File: src/rtl/core/uww_pkg.sv
// shared types and constants for the greedy word wrapper
// no dependencies; used by uww_front, uww_back and the top level
`timescale 1ns / 1ps

package uww_pkg;

	localparam logic [20:0] CP_SPACE   = 21'd32;
	localparam logic [20:0] CP_NEWLINE = 21'd10;

	localparam logic [8:0] COLS_MAX = 9'd511;

	localparam logic [7:0] WRAP_COLUMNS_RESET = 8'd80;

	// config register file: one register, index taken from paddr[2]
	localparam int PADDR_W = 3;
	localparam logic REG_WRAP_COLUMNS = 1'b0;

	// classified character, as held in the front queue
	typedef struct packed {
		logic       eot;
		logic       is_space;
		logic       is_newline;
		logic [2:0] nbytes;
		logic [1:0] ncols;
	} item_t;

endpackage

File: src/rtl/core/uww_front.sv
// front end: accepts characters, classifies them, holds them in a two-entry queue
// depends on uww_pkg
`timescale 1ns / 1ps

module uww_front (
	input  logic             clk,
	input  logic             arst_n,
	input  logic             push,
	output logic             full,
	input  logic [20:0]      codepoint,
	input  logic [2:0]       char_bytes,
	input  logic [1:0]       char_width,
	input  logic             end_of_text,
	output logic             item_valid,
	output uww_pkg::item_t   item,
	input  logic             item_take
);

	uww_pkg::item_t item_q [2];
	uww_pkg::item_t new_item;
	logic           wr_ptr_q;
	logic           rd_ptr_q;
	logic [1:0]     cnt_q;
	logic           do_push;
	logic           do_pop;

	always_comb begin
		new_item.eot        = end_of_text;
		new_item.is_space   = (codepoint == uww_pkg::CP_SPACE);
		new_item.is_newline = (codepoint == uww_pkg::CP_NEWLINE);
		new_item.nbytes     = char_bytes;
		new_item.ncols      = char_width;
	end

	assign full       = (cnt_q == 2'd2);
	assign item_valid = (cnt_q != 2'd0);
	assign item       = item_q[rd_ptr_q];
	assign do_push    = push && !full;
	assign do_pop     = item_take && item_valid;

	always_ff @(posedge clk) begin
		if (do_push) begin
			item_q[wr_ptr_q] <= new_item;
		end
	end

	always_ff @(posedge clk or negedge arst_n) begin
		if (!arst_n) begin
			wr_ptr_q <= 1'b0;
			rd_ptr_q <= 1'b0;
			cnt_q    <= 2'd0;
		end else begin
			if (do_push) begin
				wr_ptr_q <= !wr_ptr_q;
			end
			if (do_pop) begin
				rd_ptr_q <= !rd_ptr_q;
			end
			unique case ({do_push, do_pop})
				2'b10:   cnt_q <= cnt_q + 2'd1;
				2'b01:   cnt_q <= cnt_q - 2'd1;
				default: cnt_q <= cnt_q;
			endcase
		end
	end

endmodule

File: src/rtl/core/uww_back.sv
// back end: line state update per character and a two-entry result queue
// depends on uww_pkg
`timescale 1ns / 1ps

module uww_back #(
	parameter int BUF_BYTES = 4096
) (
	input  logic                                clk,
	input  logic                                arst_n,
	input  logic [7:0]                          wrap_columns,
	input  logic                                item_valid,
	input  uww_pkg::item_t                      item,
	output logic                                item_take,
	input  logic                                pop,
	output logic                                empty,
	output logic [$clog2(BUF_BYTES+1)-1:0]      line_number,
	output logic [$clog2(BUF_BYTES+1)-1:0]      line_length,
	output logic [$clog2(BUF_BYTES+1)-1:0]      next_start,
	output logic                                final_line
);

	localparam int OFS_W = $clog2(BUF_BYTES + 1);
	localparam logic [OFS_W:0] BUF_LIM = (OFS_W + 1)'(BUF_BYTES);

	// line state
	logic [OFS_W-1:0] byte_offset_q;
	logic [OFS_W-1:0] line_bytes_q;
	logic [8:0]       line_cols_q;
	logic             space_seen_q;
	logic [OFS_W-1:0] space_offset_q;
	logic [OFS_W-1:0] space_line_bytes_q;
	logic [8:0]       space_line_cols_q;
	logic [OFS_W-1:0] line_index_q;

	// result queue
	logic [OFS_W-1:0] rq_number_q [2];
	logic [OFS_W-1:0] rq_length_q [2];
	logic [OFS_W-1:0] rq_next_q   [2];
	logic             rq_final_q  [2];
	logic             rq_wr_q;
	logic             rq_rd_q;
	logic [1:0]       rq_cnt_q;

	logic [OFS_W:0]   nxt_sum;
	logic [OFS_W-1:0] nxt;
	logic [OFS_W:0]   lb_sum;
	logic [OFS_W-1:0] lb;
	logic [9:0]       lc_sum;
	logic [8:0]       lc;
	logic             ss;
	logic [OFS_W-1:0] so;
	logic [OFS_W-1:0] slb;
	logic [8:0]       slc;
	logic [OFS_W:0]   so_sum;
	logic [OFS_W-1:0] so_inc;
	logic [OFS_W:0]   li_sum;
	logic [OFS_W-1:0] li_inc;
	logic             col_hit;
	logic             emit;
	logic [OFS_W-1:0] res_length;
	logic [OFS_W-1:0] res_next;
	logic             do_pop;

	always_comb begin
		nxt_sum = {1'b0, byte_offset_q} + (OFS_W + 1)'(item.nbytes);
		nxt     = (nxt_sum > BUF_LIM) ? BUF_LIM[OFS_W-1:0] : nxt_sum[OFS_W-1:0];
		lb_sum  = {1'b0, line_bytes_q} + (OFS_W + 1)'(item.nbytes);
		lb      = (lb_sum > BUF_LIM) ? BUF_LIM[OFS_W-1:0] : lb_sum[OFS_W-1:0];
		lc_sum  = {1'b0, line_cols_q} + 10'(item.ncols);
		lc      = (lc_sum > {1'b0, uww_pkg::COLS_MAX}) ? uww_pkg::COLS_MAX : lc_sum[8:0];

		// a space in this character updates the break point first
		ss  = space_seen_q || item.is_space;
		so  = item.is_space ? byte_offset_q : space_offset_q;
		slb = item.is_space ? lb : space_line_bytes_q;
		slc = item.is_space ? lc : space_line_cols_q;

		so_sum = {1'b0, so} + (OFS_W + 1)'(1);
		so_inc = (so_sum > BUF_LIM) ? BUF_LIM[OFS_W-1:0] : so_sum[OFS_W-1:0];
		li_sum = {1'b0, line_index_q} + (OFS_W + 1)'(1);
		li_inc = (li_sum > BUF_LIM) ? BUF_LIM[OFS_W-1:0] : li_sum[OFS_W-1:0];

		col_hit = (lc >= {1'b0, wrap_columns});

		// wrap back to the space only when the width is hit, a space is held
		// and the character is not a newline
		emit = item.eot || col_hit || item.is_newline;
		if (item.eot) begin
			res_length = line_bytes_q;
			res_next   = byte_offset_q;
		end else if (col_hit && ss && !item.is_newline) begin
			res_length = slb;
			res_next   = so_inc;
		end else begin
			res_length = lb;
			res_next   = nxt;
		end
	end

	assign item_take = item_valid && (rq_cnt_q != 2'd2);
	assign empty     = (rq_cnt_q == 2'd0);
	assign do_pop    = pop && !empty;

	assign line_number = rq_number_q[rq_rd_q];
	assign line_length = rq_length_q[rq_rd_q];
	assign next_start  = rq_next_q[rq_rd_q];
	assign final_line  = rq_final_q[rq_rd_q];

	always_ff @(posedge clk) begin
		if (item_take && emit) begin
			rq_number_q[rq_wr_q] <= line_index_q;
			rq_length_q[rq_wr_q] <= res_length;
			rq_next_q[rq_wr_q]   <= res_next;
			rq_final_q[rq_wr_q]  <= item.eot;
		end
	end

	always_ff @(posedge clk or negedge arst_n) begin
		if (!arst_n) begin
			byte_offset_q      <= '0;
			line_bytes_q       <= '0;
			line_cols_q        <= '0;
			space_seen_q       <= 1'b0;
			space_offset_q     <= '0;
			space_line_bytes_q <= '0;
			space_line_cols_q  <= '0;
			line_index_q       <= '0;
			rq_wr_q            <= 1'b0;
			rq_rd_q            <= 1'b0;
			rq_cnt_q           <= 2'd0;
		end else begin
			if (item_take) begin
				priority if (item.eot) begin
					byte_offset_q      <= '0;
					line_bytes_q       <= '0;
					line_cols_q        <= '0;
					space_seen_q       <= 1'b0;
					space_offset_q     <= '0;
					space_line_bytes_q <= '0;
					space_line_cols_q  <= '0;
					line_index_q       <= '0;
				end else if (emit) begin
					byte_offset_q      <= nxt;
					space_seen_q       <= 1'b0;
					space_offset_q     <= '0;
					space_line_bytes_q <= '0;
					space_line_cols_q  <= '0;
					line_index_q       <= li_inc;
					if (col_hit && ss && !item.is_newline) begin
						line_bytes_q <= (lb >= slb) ? lb - slb : '0;
						line_cols_q  <= (lc >= slc) ? lc - slc : '0;
					end else begin
						line_bytes_q <= '0;
						line_cols_q  <= '0;
					end
				end else begin
					byte_offset_q      <= nxt;
					line_bytes_q       <= lb;
					line_cols_q        <= lc;
					space_seen_q       <= ss;
					space_offset_q     <= so;
					space_line_bytes_q <= slb;
					space_line_cols_q  <= slc;
				end
			end
			if (item_take && emit) begin
				rq_wr_q <= !rq_wr_q;
			end
			if (do_pop) begin
				rq_rd_q <= !rq_rd_q;
			end
			unique case ({item_take && emit, do_pop})
				2'b10:   rq_cnt_q <= rq_cnt_q + 2'd1;
				2'b01:   rq_cnt_q <= rq_cnt_q - 2'd1;
				default: rq_cnt_q <= rq_cnt_q;
			endcase
		end
	end

endmodule

File: src/rtl/core/utf8_greedy_word_wrap.sv
// top level of the greedy word wrapper: config register, front end, back end
// depends on uww_pkg, uww_front, uww_back
`timescale 1ns / 1ps

// greedy word wrapper for a utf-8 text display
//
// input channel: one decoded character per beat (codepoint, char_bytes,
// char_width) or an end-of-text marker; a beat is taken when push is high
// and full is low. result channel: one beat per completed line (line_number,
// line_length, next_start, final_line); the oldest result sits on the ports
// while empty is low and leaves when pop is high.
// a character that does not end a line gives no result.
//
// throughput: one character per clock while the result queue has room, set
// by the line state update in the back end. a line result is registered into
// the result queue as the back end takes the character that completed it.
// the front keeps a two-entry queue of classified characters, the back a
// two-entry result queue, so input keeps flowing while a result waits; when
// pop stays low both queues fill and full rises.
//
// config: wrap_columns at byte address 0 over the apb port, reset 80;
// write it only while no text is in flight.
// reset clears both queues and all line state; a new text starts at line 0,
// offset 0, and so does the text after every end-of-text marker.
module utf8_greedy_word_wrap #(
	parameter int BUF_BYTES = 4096
) (
	input  logic                                clk,
	input  logic                                arst_n,
	// config port
	input  logic                                psel,
	input  logic                                penable,
	input  logic                                pwrite,
	input  logic [uww_pkg::PADDR_W-1:0]         paddr,
	input  logic [31:0]                         pwdata,
	output logic [31:0]                         prdata,
	output logic                                pready,
	// character input
	input  logic                                push,
	output logic                                full,
	input  logic [20:0]                         codepoint,
	input  logic [2:0]                          char_bytes,
	input  logic [1:0]                          char_width,
	input  logic                                end_of_text,
	// line results
	output logic                                empty,
	input  logic                                pop,
	output logic [$clog2(BUF_BYTES+1)-1:0]      line_number,
	output logic [$clog2(BUF_BYTES+1)-1:0]      line_length,
	output logic [$clog2(BUF_BYTES+1)-1:0]      next_start,
	output logic                                final_line
);

	logic [7:0]     wrap_columns_q;
	logic           cfg_wr;
	logic           item_valid;
	uww_pkg::item_t item;
	logic           item_take;

	// register index comes from paddr[2]; low address bits are ignored
	assign pready = 1'b1;
	assign cfg_wr = psel && penable && pwrite && pready;
	assign prdata = (paddr[2] == uww_pkg::REG_WRAP_COLUMNS) ? {24'd0, wrap_columns_q} : 32'd0;

	always_ff @(posedge clk or negedge arst_n) begin
		if (!arst_n) begin
			wrap_columns_q <= uww_pkg::WRAP_COLUMNS_RESET;
		end else if (cfg_wr && (paddr[2] == uww_pkg::REG_WRAP_COLUMNS)) begin
			wrap_columns_q <= pwdata[7:0];
		end
	end

	// classify and queue characters
	uww_front u_front (
		.clk         (clk),
		.arst_n      (arst_n),
		.push        (push),
		.full        (full),
		.codepoint   (codepoint),
		.char_bytes  (char_bytes),
		.char_width  (char_width),
		.end_of_text (end_of_text),
		.item_valid  (item_valid),
		.item        (item),
		.item_take   (item_take)
	);

	// line state and result queue
	uww_back #(
		.BUF_BYTES (BUF_BYTES)
	) u_back (
		.clk          (clk),
		.arst_n       (arst_n),
		.wrap_columns (wrap_columns_q),
		.item_valid   (item_valid),
		.item         (item),
		.item_take    (item_take),
		.pop          (pop),
		.empty        (empty),
		.line_number  (line_number),
		.line_length  (line_length),
		.next_start   (next_start),
		.final_line   (final_line)
	);

endmodule

File: config.mk
export PLATFORM = sky130hd
export DESIGN_NAME = utf8_greedy_word_wrap
export DESIGN_NICKNAME = d
export VERILOG_FILES = /design/src/rtl/core/uww_pkg.sv /design/src/rtl/core/uww_front.sv /design/src/rtl/core/uww_back.sv /design/src/rtl/core/utf8_greedy_word_wrap.sv
export SDC_FILE = /design/constraint.sdc
export NUM_CORES = 1
export LEC_CHECK = 0
export BUFFER_PORTS_ARGS = -buffer_cell sky130_fd_sc_hd__buf_2
export CAP_MARGIN = 15
export CORE_UTILIZATION = 58
export DETAILED_ROUTE_END_ITERATION = 7
export PLACE_DENSITY_LB_ADDON = 0.25
export SLEW_MARGIN = 20
export SYNTH_ARGS = -nofsm -noshare
export SYNTH_HDL_FRONTEND = slang
export SYNTH_SLANG_ARGS = --single-unit
File: constraint.sdc
create_clock -name clk -period 15.7 [get_ports clk]
set_clock_uncertainty 0.05 [all_clocks]
set_input_delay 0.785 -clock clk [delete_from_list [all_inputs] [get_ports clk]]
set_output_delay 0.785 -clock clk [all_outputs]
set_load 0.05 [all_outputs]
==> results_dict.tcl, run 1 <==
set metrics [dict create \
    tritoncts "yes" \
    max_freq_mhz 164.8 \
    ys.flop_type "dfrtp_1" \
    hold_buffers 0 \
    worst_skew_pair.late_latency_ps 450 \
    cap_violations 0 \
    io_buffer_count 92 \
    rr_worst_depth 21 \
    tns_ps 0 \
    clk_path_buf_depth 2 \
    num_vias 9084 \
    n_antenna_cell 0 \
    final-instance-count-excl-fill 1498 \
    final-seq-area_um2 5389 \
    critPathKind "reg -> reg" \
    async_flop_share_pct 51.02 \
    synth_top_area_cell "edfxtp_1" \
    wl_met2_mm 12.79 \
    cp.required_ps 15980 \
    slew_headroom_pct 30.87 \
    grt_max_degree 61 \
    crit_path_start_kind "register" \
    setup_violations 0 \
    cts_root_buffer "clkbuf_16" \
    synthCells 1160 \
    synth_edf_count 96 \
    multi_input_area_um2 5831 \
    critPathArrivalTime_ps 6350 \
    end_kind "register" \
    highest_layer "met4" \
    dieHeight_um 144 \
    drc_errors 0 \
    min_period_ps 6067 \
    track_usage_pct 27.28 \
    fill_cells 1584 \
    clock_sinks 196 \
    numCtsBuffers 17 \
    synth-seq-cells 196 \
    min_path_type "in -> async" \
    cts_resized 0 \
    finalWeightedCongestion 0.9117 \
    die_x_um 144 \
    first_pass_iters 6 \
    grt_pass1_wl_mm 43.50 \
    crit_path_cell_trace "mux2i_1 -> inv_1 -> ha_1 -> a211oi_2 -> nor2_1 -> and2_1 -> mux2i_1 -> a2111oi_0 -> a21boi_0 -> buf_4 -> nor2_1 -> ha_1 -> nor2b_1 -> o21a_1 -> or2_2 -> a22o_1 -> a31oi_1 -> a21o_1 -> nand2_4 -> and3b_1 -> a221o_1" \
    grt_pass1_vias 8665 \
    dr_wl_met3_mm 1.526 \
    critPathMaxFanout 12 \
    postCtsSetupRepairBufs 0 \
    dieArea_um2 20740 \
    ant_nets 0 \
    critPathSlowestCell "dfrtp_1" \
    wl_met1_mm 11.90 \
    ys_warn_count 0 \
    p_per_area_nw_per_um2 228.6 \
    syn_to_final_growth_pct 9.597 \
    hold_viol_final 0 \
    vias_per_cell 6.064 \
    rsz0062_at_grt "false" \
    nets 1333 \
    p_leak_nw 5.310 \
    finalMaxSlewViolations 0 \
    antenna_found_initial 0 \
    worst_pin_slew_ps 1033 \
    initial_utilization_pct 59.70 \
    syn_area_per_cell_um2 10.08 \
    drive_gt1_share_pct 18.09 \
    hpwlAfterDp_mm 18.26 \
    peakVddDrop_v 0.0001163 \
    wl_mm 26.75 \
    fin_crit_sh_pct 38.64 \
    status "finished clean" \
    dp_cells 1466 \
    critPathMaxStageDelay_ps 700 \
    synth_common_cells "nand2_1 (120), o21ai_0 (108), dfrtp_1 (98), edfxtp_1 (96), nor2_1 (74)" \
    pin_count 144 \
    holdWs_ps 287.6 \
    synth_top_area_share_pct 24.65 \
    rows 51 \
    core_area_um2 19590 \
    cts-htree-levels 4 \
    drt-wirelength-per-cell_um 17.86 \
    synth_most_common_cell "nand2_1" \
    synth.distinct_cells 88 \
    grt_overflow 0 \
    ys_top_cells_by_area "edfxtp_1 (25%), dfrtp_1 (21%), mux2_2 (5.1%)" \
    clk_pin_slew_ps 80 \
    seq_area_frac_synth_pct 46.07 \
    synth_area_um2 11690 \
    drt_iter0_drc 846 \
]
==> kinds of logic after synthesis <==
| logic type | share of synthesized area [%] |
|---|---|
| compound gates | 16.83 |
| xor+xnor | 4.408 |
| fa+ha+maj | 5.050 |
| buf+inv | 5.092 |
| flops | 46.07 |
| mux | 8.302 |
| other cells | 0.06422 |
| simple gates | 14.19 |
==> critical path, delay by kind of cell, from the launching register on <==
family	cells	cell delay, ps
mux	2	680
compound gates	8	2070
buf+inv	2	350
fa+ha+maj	2	610
simple gates	7	1480
flops	1	700
==> stage by stage <==
stage,util (%),area (µm²),total power [W],setup slack (ps)
after floorplan,-,11780,0.002112,10280
after global placement,62.50,12240,0.002463,9711
after detailed placement,62.50,12240,0.002497,9658
after CTS,65.41,12810,0.002926,9608
after global routing,65.43,12820,0.003114,9339
final,65.43,12820,0.002930,9633
==> flip-flops by register name, indices dropped and copies added (netlist names) <==
| name | cells |
|---|---|
| u_back.rq_next_q | 26 |
| u_back.rq_final_q | 2 |
| u_back.line_bytes_q | 13 |
| u_back.space_seen_q | 1 |
| u_front.cnt_q | 2 |
| u_back.rq_rd_q | 1 |
| u_back.rq_wr_q | 1 |
| u_back.byte_offset_q | 13 |
| u_back.line_index_q | 13 |
| wrap_columns_q | 8 |
| u_back.space_line_cols_q | 9 |
| u_front.wr_ptr_q | 1 |
| u_back.rq_number_q | 26 |
| u_back.space_line_bytes_q | 13 |
| u_back.rq_length_q | 26 |
| u_back.space_offset_q | 13 |
| u_back.rq_cnt_q | 2 |
| u_front.rd_ptr_q | 1 |
| u_back.line_cols_q | 9 |
| u_front.item_q | 16 |
==> routing by layer <==
metal	up-vias	GRT usage, %
li1	4304	-
met1	4398	36.53
met2	340	45.08
met3	42	4.007
met4	0	9.854
met5	-	0
==> worst paths after layout <==
| kind | startpoint | endpoint | slack, ps |
|---|---|---|---|
| max | u_front.rd_ptr_q$_DFFE_PN0P_ | u_back.line_bytes_q[3]$_DFFE_PN0P_ | 9630 |
| min | arst_n | wrap_columns_q[1]$_DFFE_PN0P_ | 290 |
| max reg2reg | u_front.rd_ptr_q$_DFFE_PN0P_ | u_back.line_bytes_q[3]$_DFFE_PN0P_ | 9630 |
| min reg2reg | u_back.space_line_cols_q[2]$_DFFE_PN0P_ | u_back.space_line_cols_q[2]$_DFFE_PN0P_ | 430 |
| max in group asynchronous | arst_n | u_back.rq_rd_q$_DFFE_PN0P_ | 14060 |
| min in group clk | u_back.space_line_cols_q[2]$_DFFE_PN0P_ | u_back.space_line_cols_q[2]$_DFFE_PN0P_ | 430 |
==> cells in the final DEF, fill, tap and decap left out, drive strengths merged, types with 6 or more instances in the layout <==
| master | n |
|---|---|
| nand2 | 122 |
| o21ai | 119 |
| buf | 104 |
| dfrtp | 98 |
| edfxtp | 96 |
| nor2 | 76 |
| a21oi | 57 |
| mux2 | 56 |
| inv | 45 |
| ha | 40 |
| nand3 | 39 |
| mux2i | 32 |
| xnor2 | 30 |
| xor2 | 28 |
| conb | 25 |
| a22o | 22 |
| nor3 | 20 |
| clkbuf | 18 |
| a21o | 16 |
| o31ai | 16 |
| and3 | 14 |
| nand2b | 12 |
| nor2b | 11 |
| and4 | 10 |
| a22oi | 10 |
| o21a | 9 |
| a31oi | 9 |
| o221ai | 7 |
| nand4 | 7 |
| and2 | 6 |
| or2 | 6 |
==> cell type report <==
cell class,instances,share of cell area [%]
inverter,38,1.113
multi-input combinational,863,45.49
clock buffer,18,3.348
timing repair buffer,104,4.315
clock inverter,14,1.103
tap,265,2.587
sequential,196,42.04
==> where the power goes <==
group	switching (W)	internal [W]
logic	0.00110	0.000559
registers	0.000105	0.000738
clock network	0.000214	0.000211
Power figures use the tool's default switching activity.
==> inputs of run 2 (changes only) <==
--- a/config.mk
+++ b/config.mk
@@ -5,9 +5,10 @@
 export SDC_FILE = /design/constraint.sdc
 export NUM_CORES = 1
 export LEC_CHECK = 0
+export ABC_AREA = 1
 export BUFFER_PORTS_ARGS = -buffer_cell sky130_fd_sc_hd__buf_2
 export CAP_MARGIN = 15
-export CORE_UTILIZATION = 58
+export CORE_UTILIZATION = 54
 export DETAILED_ROUTE_END_ITERATION = 7
 export PLACE_DENSITY_LB_ADDON = 0.25
 export SLEW_MARGIN = 20
==> constraint.sdc (replaced) <==
create_clock -name clk -period 5.56 [get_ports clk]
set_clock_uncertainty 0.05 [all_clocks]
set_input_delay 0.278 -clock clk [delete_from_list [all_inputs] [get_ports clk]]
set_output_delay 0.278 -clock clk [all_outputs]
set_load 0.05 [all_outputs]
==> run 2 against run 1 <==
Critical path depth up 14; sequential cell count unchanged; utilization down 3.1 points; critical path type unchanged; clock-buffer cell count down 1; first-iteration DRC count down 14%; worst setup slack worse by 9200 ps; sequential share of layout area down 1.3 points; global-route usage down 1.2 points; synthesized area up 1.1%; cell area up 3.2%; largest cell class unchanged; hold slack worse by 280 ps; via count up 11%.
==> results_dict.tcl, run 2 <==
set metrics [dict create \
    grt_pass1_wl_mm 46.04 \
    worst_skew_pair.late_latency_ps 450 \
    first_pass_iters 5 \
    critPathSlowestCell "dfrtp_1" \
    cts-htree-levels 4 \
    setup_violations 0 \
    drc_errors 0 \
    final_common_cell "nand2_1" \
    io_buffer_count 92 \
    critPathMaxFanout 6 \
    numCtsBuffers 17 \
    min_to "wrap_columns_q[4]$_DFFE_PN1P_" \
    hpwlAfterDp_mm 19.84 \
    ys_top_cells_by_area "edfxtp_1 (24%), dfrtp_1 (21%), nand2_1 (14%)" \
    cp_common_cell "nand2_1" \
    status "finished clean" \
    syn_to_final_growth_pct 11.96 \
    cp.required_ps 5830 \
    synth_top_area_cell "edfxtp_1" \
    cap_violations 0 \
    grt_pass1_vias 9655 \
    min_period_ps 5133 \
    reg2reg_from "u_front.rd_ptr_q$_DFFE_PN0P_" \
    rsz0062_at_grt "false" \
    rr_worst_depth 35 \
    min_path_type "in -> reg" \
    synth_area_um2 11820 \
    tns_ps 0 \
    synth_top_area_share_pct 24.39 \
    met1_usage_pct 34.05 \
    syn_area_per_cell_um2 7.927 \
    worst_pin_slew_ps 807.0 \
    critPathBufInv 7 \
    drive_gt1_share_pct 11.90 \
    grtUsageMet3_pct 4.878 \
    busiest_layer "met2" \
    tritoncts "yes" \
    clk_pin_slew_ps 80 \
    grt_overflow 0 \
    pin_count 144 \
    antenna_found_initial 0 \
    crit_cells 35 \
    n_antenna_cell 0 \
    finalMaxSlewViolations 0 \
    seq_area_frac_synth_pct 45.59 \
    initial_utilization_pct 55.70 \
    critPathMaxStageDelay_ps 470 \
    grt_max_degree 61 \
    ant_nets 0 \
    final-seq-area_um2 5388 \
    synth_edf_count 96 \
    max_freq_mhz 194.8 \
    synthCells 1491 \
    cp_top_family "simple AND/OR/NAND/NOR gates" \
    synth_most_common_cell "nand2_1" \
    postCtsSetupRepairBufs 0 \
    synth_common_cells "nand2_1 (447), inv_1 (152), o21ai_0 (129), nor2_1 (124), dfrtp_1 (98)" \
    wl_mm 27.81 \
    crit_path_start_kind "register" \
    core_area_um2 21220 \
    clk_path_buf_depth 2 \
    ys_warn_count 0 \
    clock_sinks 196 \
    end_kind "register" \
    ys.flop_type "dfrtp_1" \
    num_vias 10120 \
    fin_crit_sh_pct 92.31 \
    finalWeightedCongestion 0.9310 \
    fill_cells 1860 \
    drt-wirelength-per-cell_um 14.86 \
    grt_use_met2_pct 43.40 \
    slew_headroom_pct 46.20 \
    synth-seq-cells 196 \
    critPathArrivalTime_ps 5400 \
    reg2reg_to "u_back.line_bytes_q[10]$_DFFE_PN0P_" \
    synth.distinct_cells 44 \
    cts_root_buffer "clkbuf_16" \
    vias_per_cell 5.408 \
    setup.reg_to_reg.worst_slack_ps 430 \
    critPathKind "reg -> reg" \
    rows 53 \
    dieHeight_um 149.9 \
    dieArea_um2 22480 \
    die_x_um 149.9 \
    track_usage_pct 26.08 \
    hold_viol_final 0 \
    layout_common_cells "nand2_1 (447), inv_1 (152), o21ai_0 (127)" \
    min_from "pwdata[4]" \
    nets 1697 \
    hold_path_depth 3 \
    reg_top3 "u_back.rq_length_q x26, u_back.rq_next_q x26, u_back.rq_number_q x26" \
    drt_iter0_drc 729 \
    multi_input_area_um2 5545 \
    async_flop_share_pct 51.02 \
]
run 2: changes by cell type after synthesis, sizes merged, moves of 31 or more:
| cell | delta |
|---|---|
| mux2 | -56 |
| inv | +121 |
| nor2 | +52 |
| nand2 | +335 |
| mux2i | -31 |
run 2: tightest hold or removal path: stages:
cell and delay (ps):
buf_2 100, nor2_1 90, a21oi_1 40
run 2: cell type report:
class,count,share of cell area (%)
multi-input combinational,1084,41.91
sequential,196,40.71
timing repair buffer,124,5.541
inverter,161,4.567
clock buffer,17,3.215
tap,275,2.600
clock inverter,15,1.456
run 2: metrics by stage:
step	worst slack, ps	std cells	cell area [µm²]	utilization (%)	hold slack, ps
2_1_floorplan	482.3	1514	11910	-	-67.59
3_3_place_gp	443.8	1833	12540	59.09	258.1
3_5_place_dp	430.1	1833	12540	59.09	262.4
4_1_cts	409.3	1872	13230	62.33	1.151
5_1_grt	24.56	1872	13230	62.36	19.93
6_report	427.4	1872	13230	62.36	12.50
run 2: worst max path at each step:
stage                                            start                             endpoint
after global placement    u_front.rd_ptr_q$_DFFE_PN0P_  u_back.line_bytes_q[10]$_DFFE_PN0P_
after detailed placement  u_front.rd_ptr_q$_DFFE_PN0P_   u_back.line_bytes_q[4]$_DFFE_PN0P_
after global routing      u_front.rd_ptr_q$_DFFE_PN0P_  u_back.line_bytes_q[10]$_DFFE_PN0P_
after floorplan           u_front.rd_ptr_q$_DFFE_PN0P_       u_back.rq_final_q[1]$_DFFE_PP_
final                     u_front.rd_ptr_q$_DFFE_PN0P_  u_back.line_bytes_q[10]$_DFFE_PN0P_
after CTS                 u_front.rd_ptr_q$_DFFE_PN0P_   u_back.line_bytes_q[4]$_DFFE_PN0P_
run 2: kinds of logic after synthesis:
kind of cell	count (synthesis)	share of synthesized area, %
adders and majority gates	44	4.912
and+or+nand+nor	710	25.16
AOI/OAI and AO/OA	251	11.74
xor gates and xnor gates	53	3.991
DFF	196	45.59
other	2	0.06354
muxes	1	0.08470
buffers and inverters	234	8.459
run 2: layer usage:
| metal | vias up | share of wire [%] |
|---|---|---|
| met1 | 4644 | 44 |
| met3 | 45 | 6.6 |
| met4 | 0 | 1.9 |
| met5 | - | 0 |
| met2 | 362 | 47 |
| li1 | 5073 | - |
run 2: repair_timing:
item,CTS,global route
setup endpoints to repair,0,13
hold endpoints to repair,52,0
hold buffers,7,0
gates resized for setup,0,4
Power of run 2 is left out: the tool's default activity adds up to more than one toggle a clock period on the data nets, which glitch-free logic cannot reach.
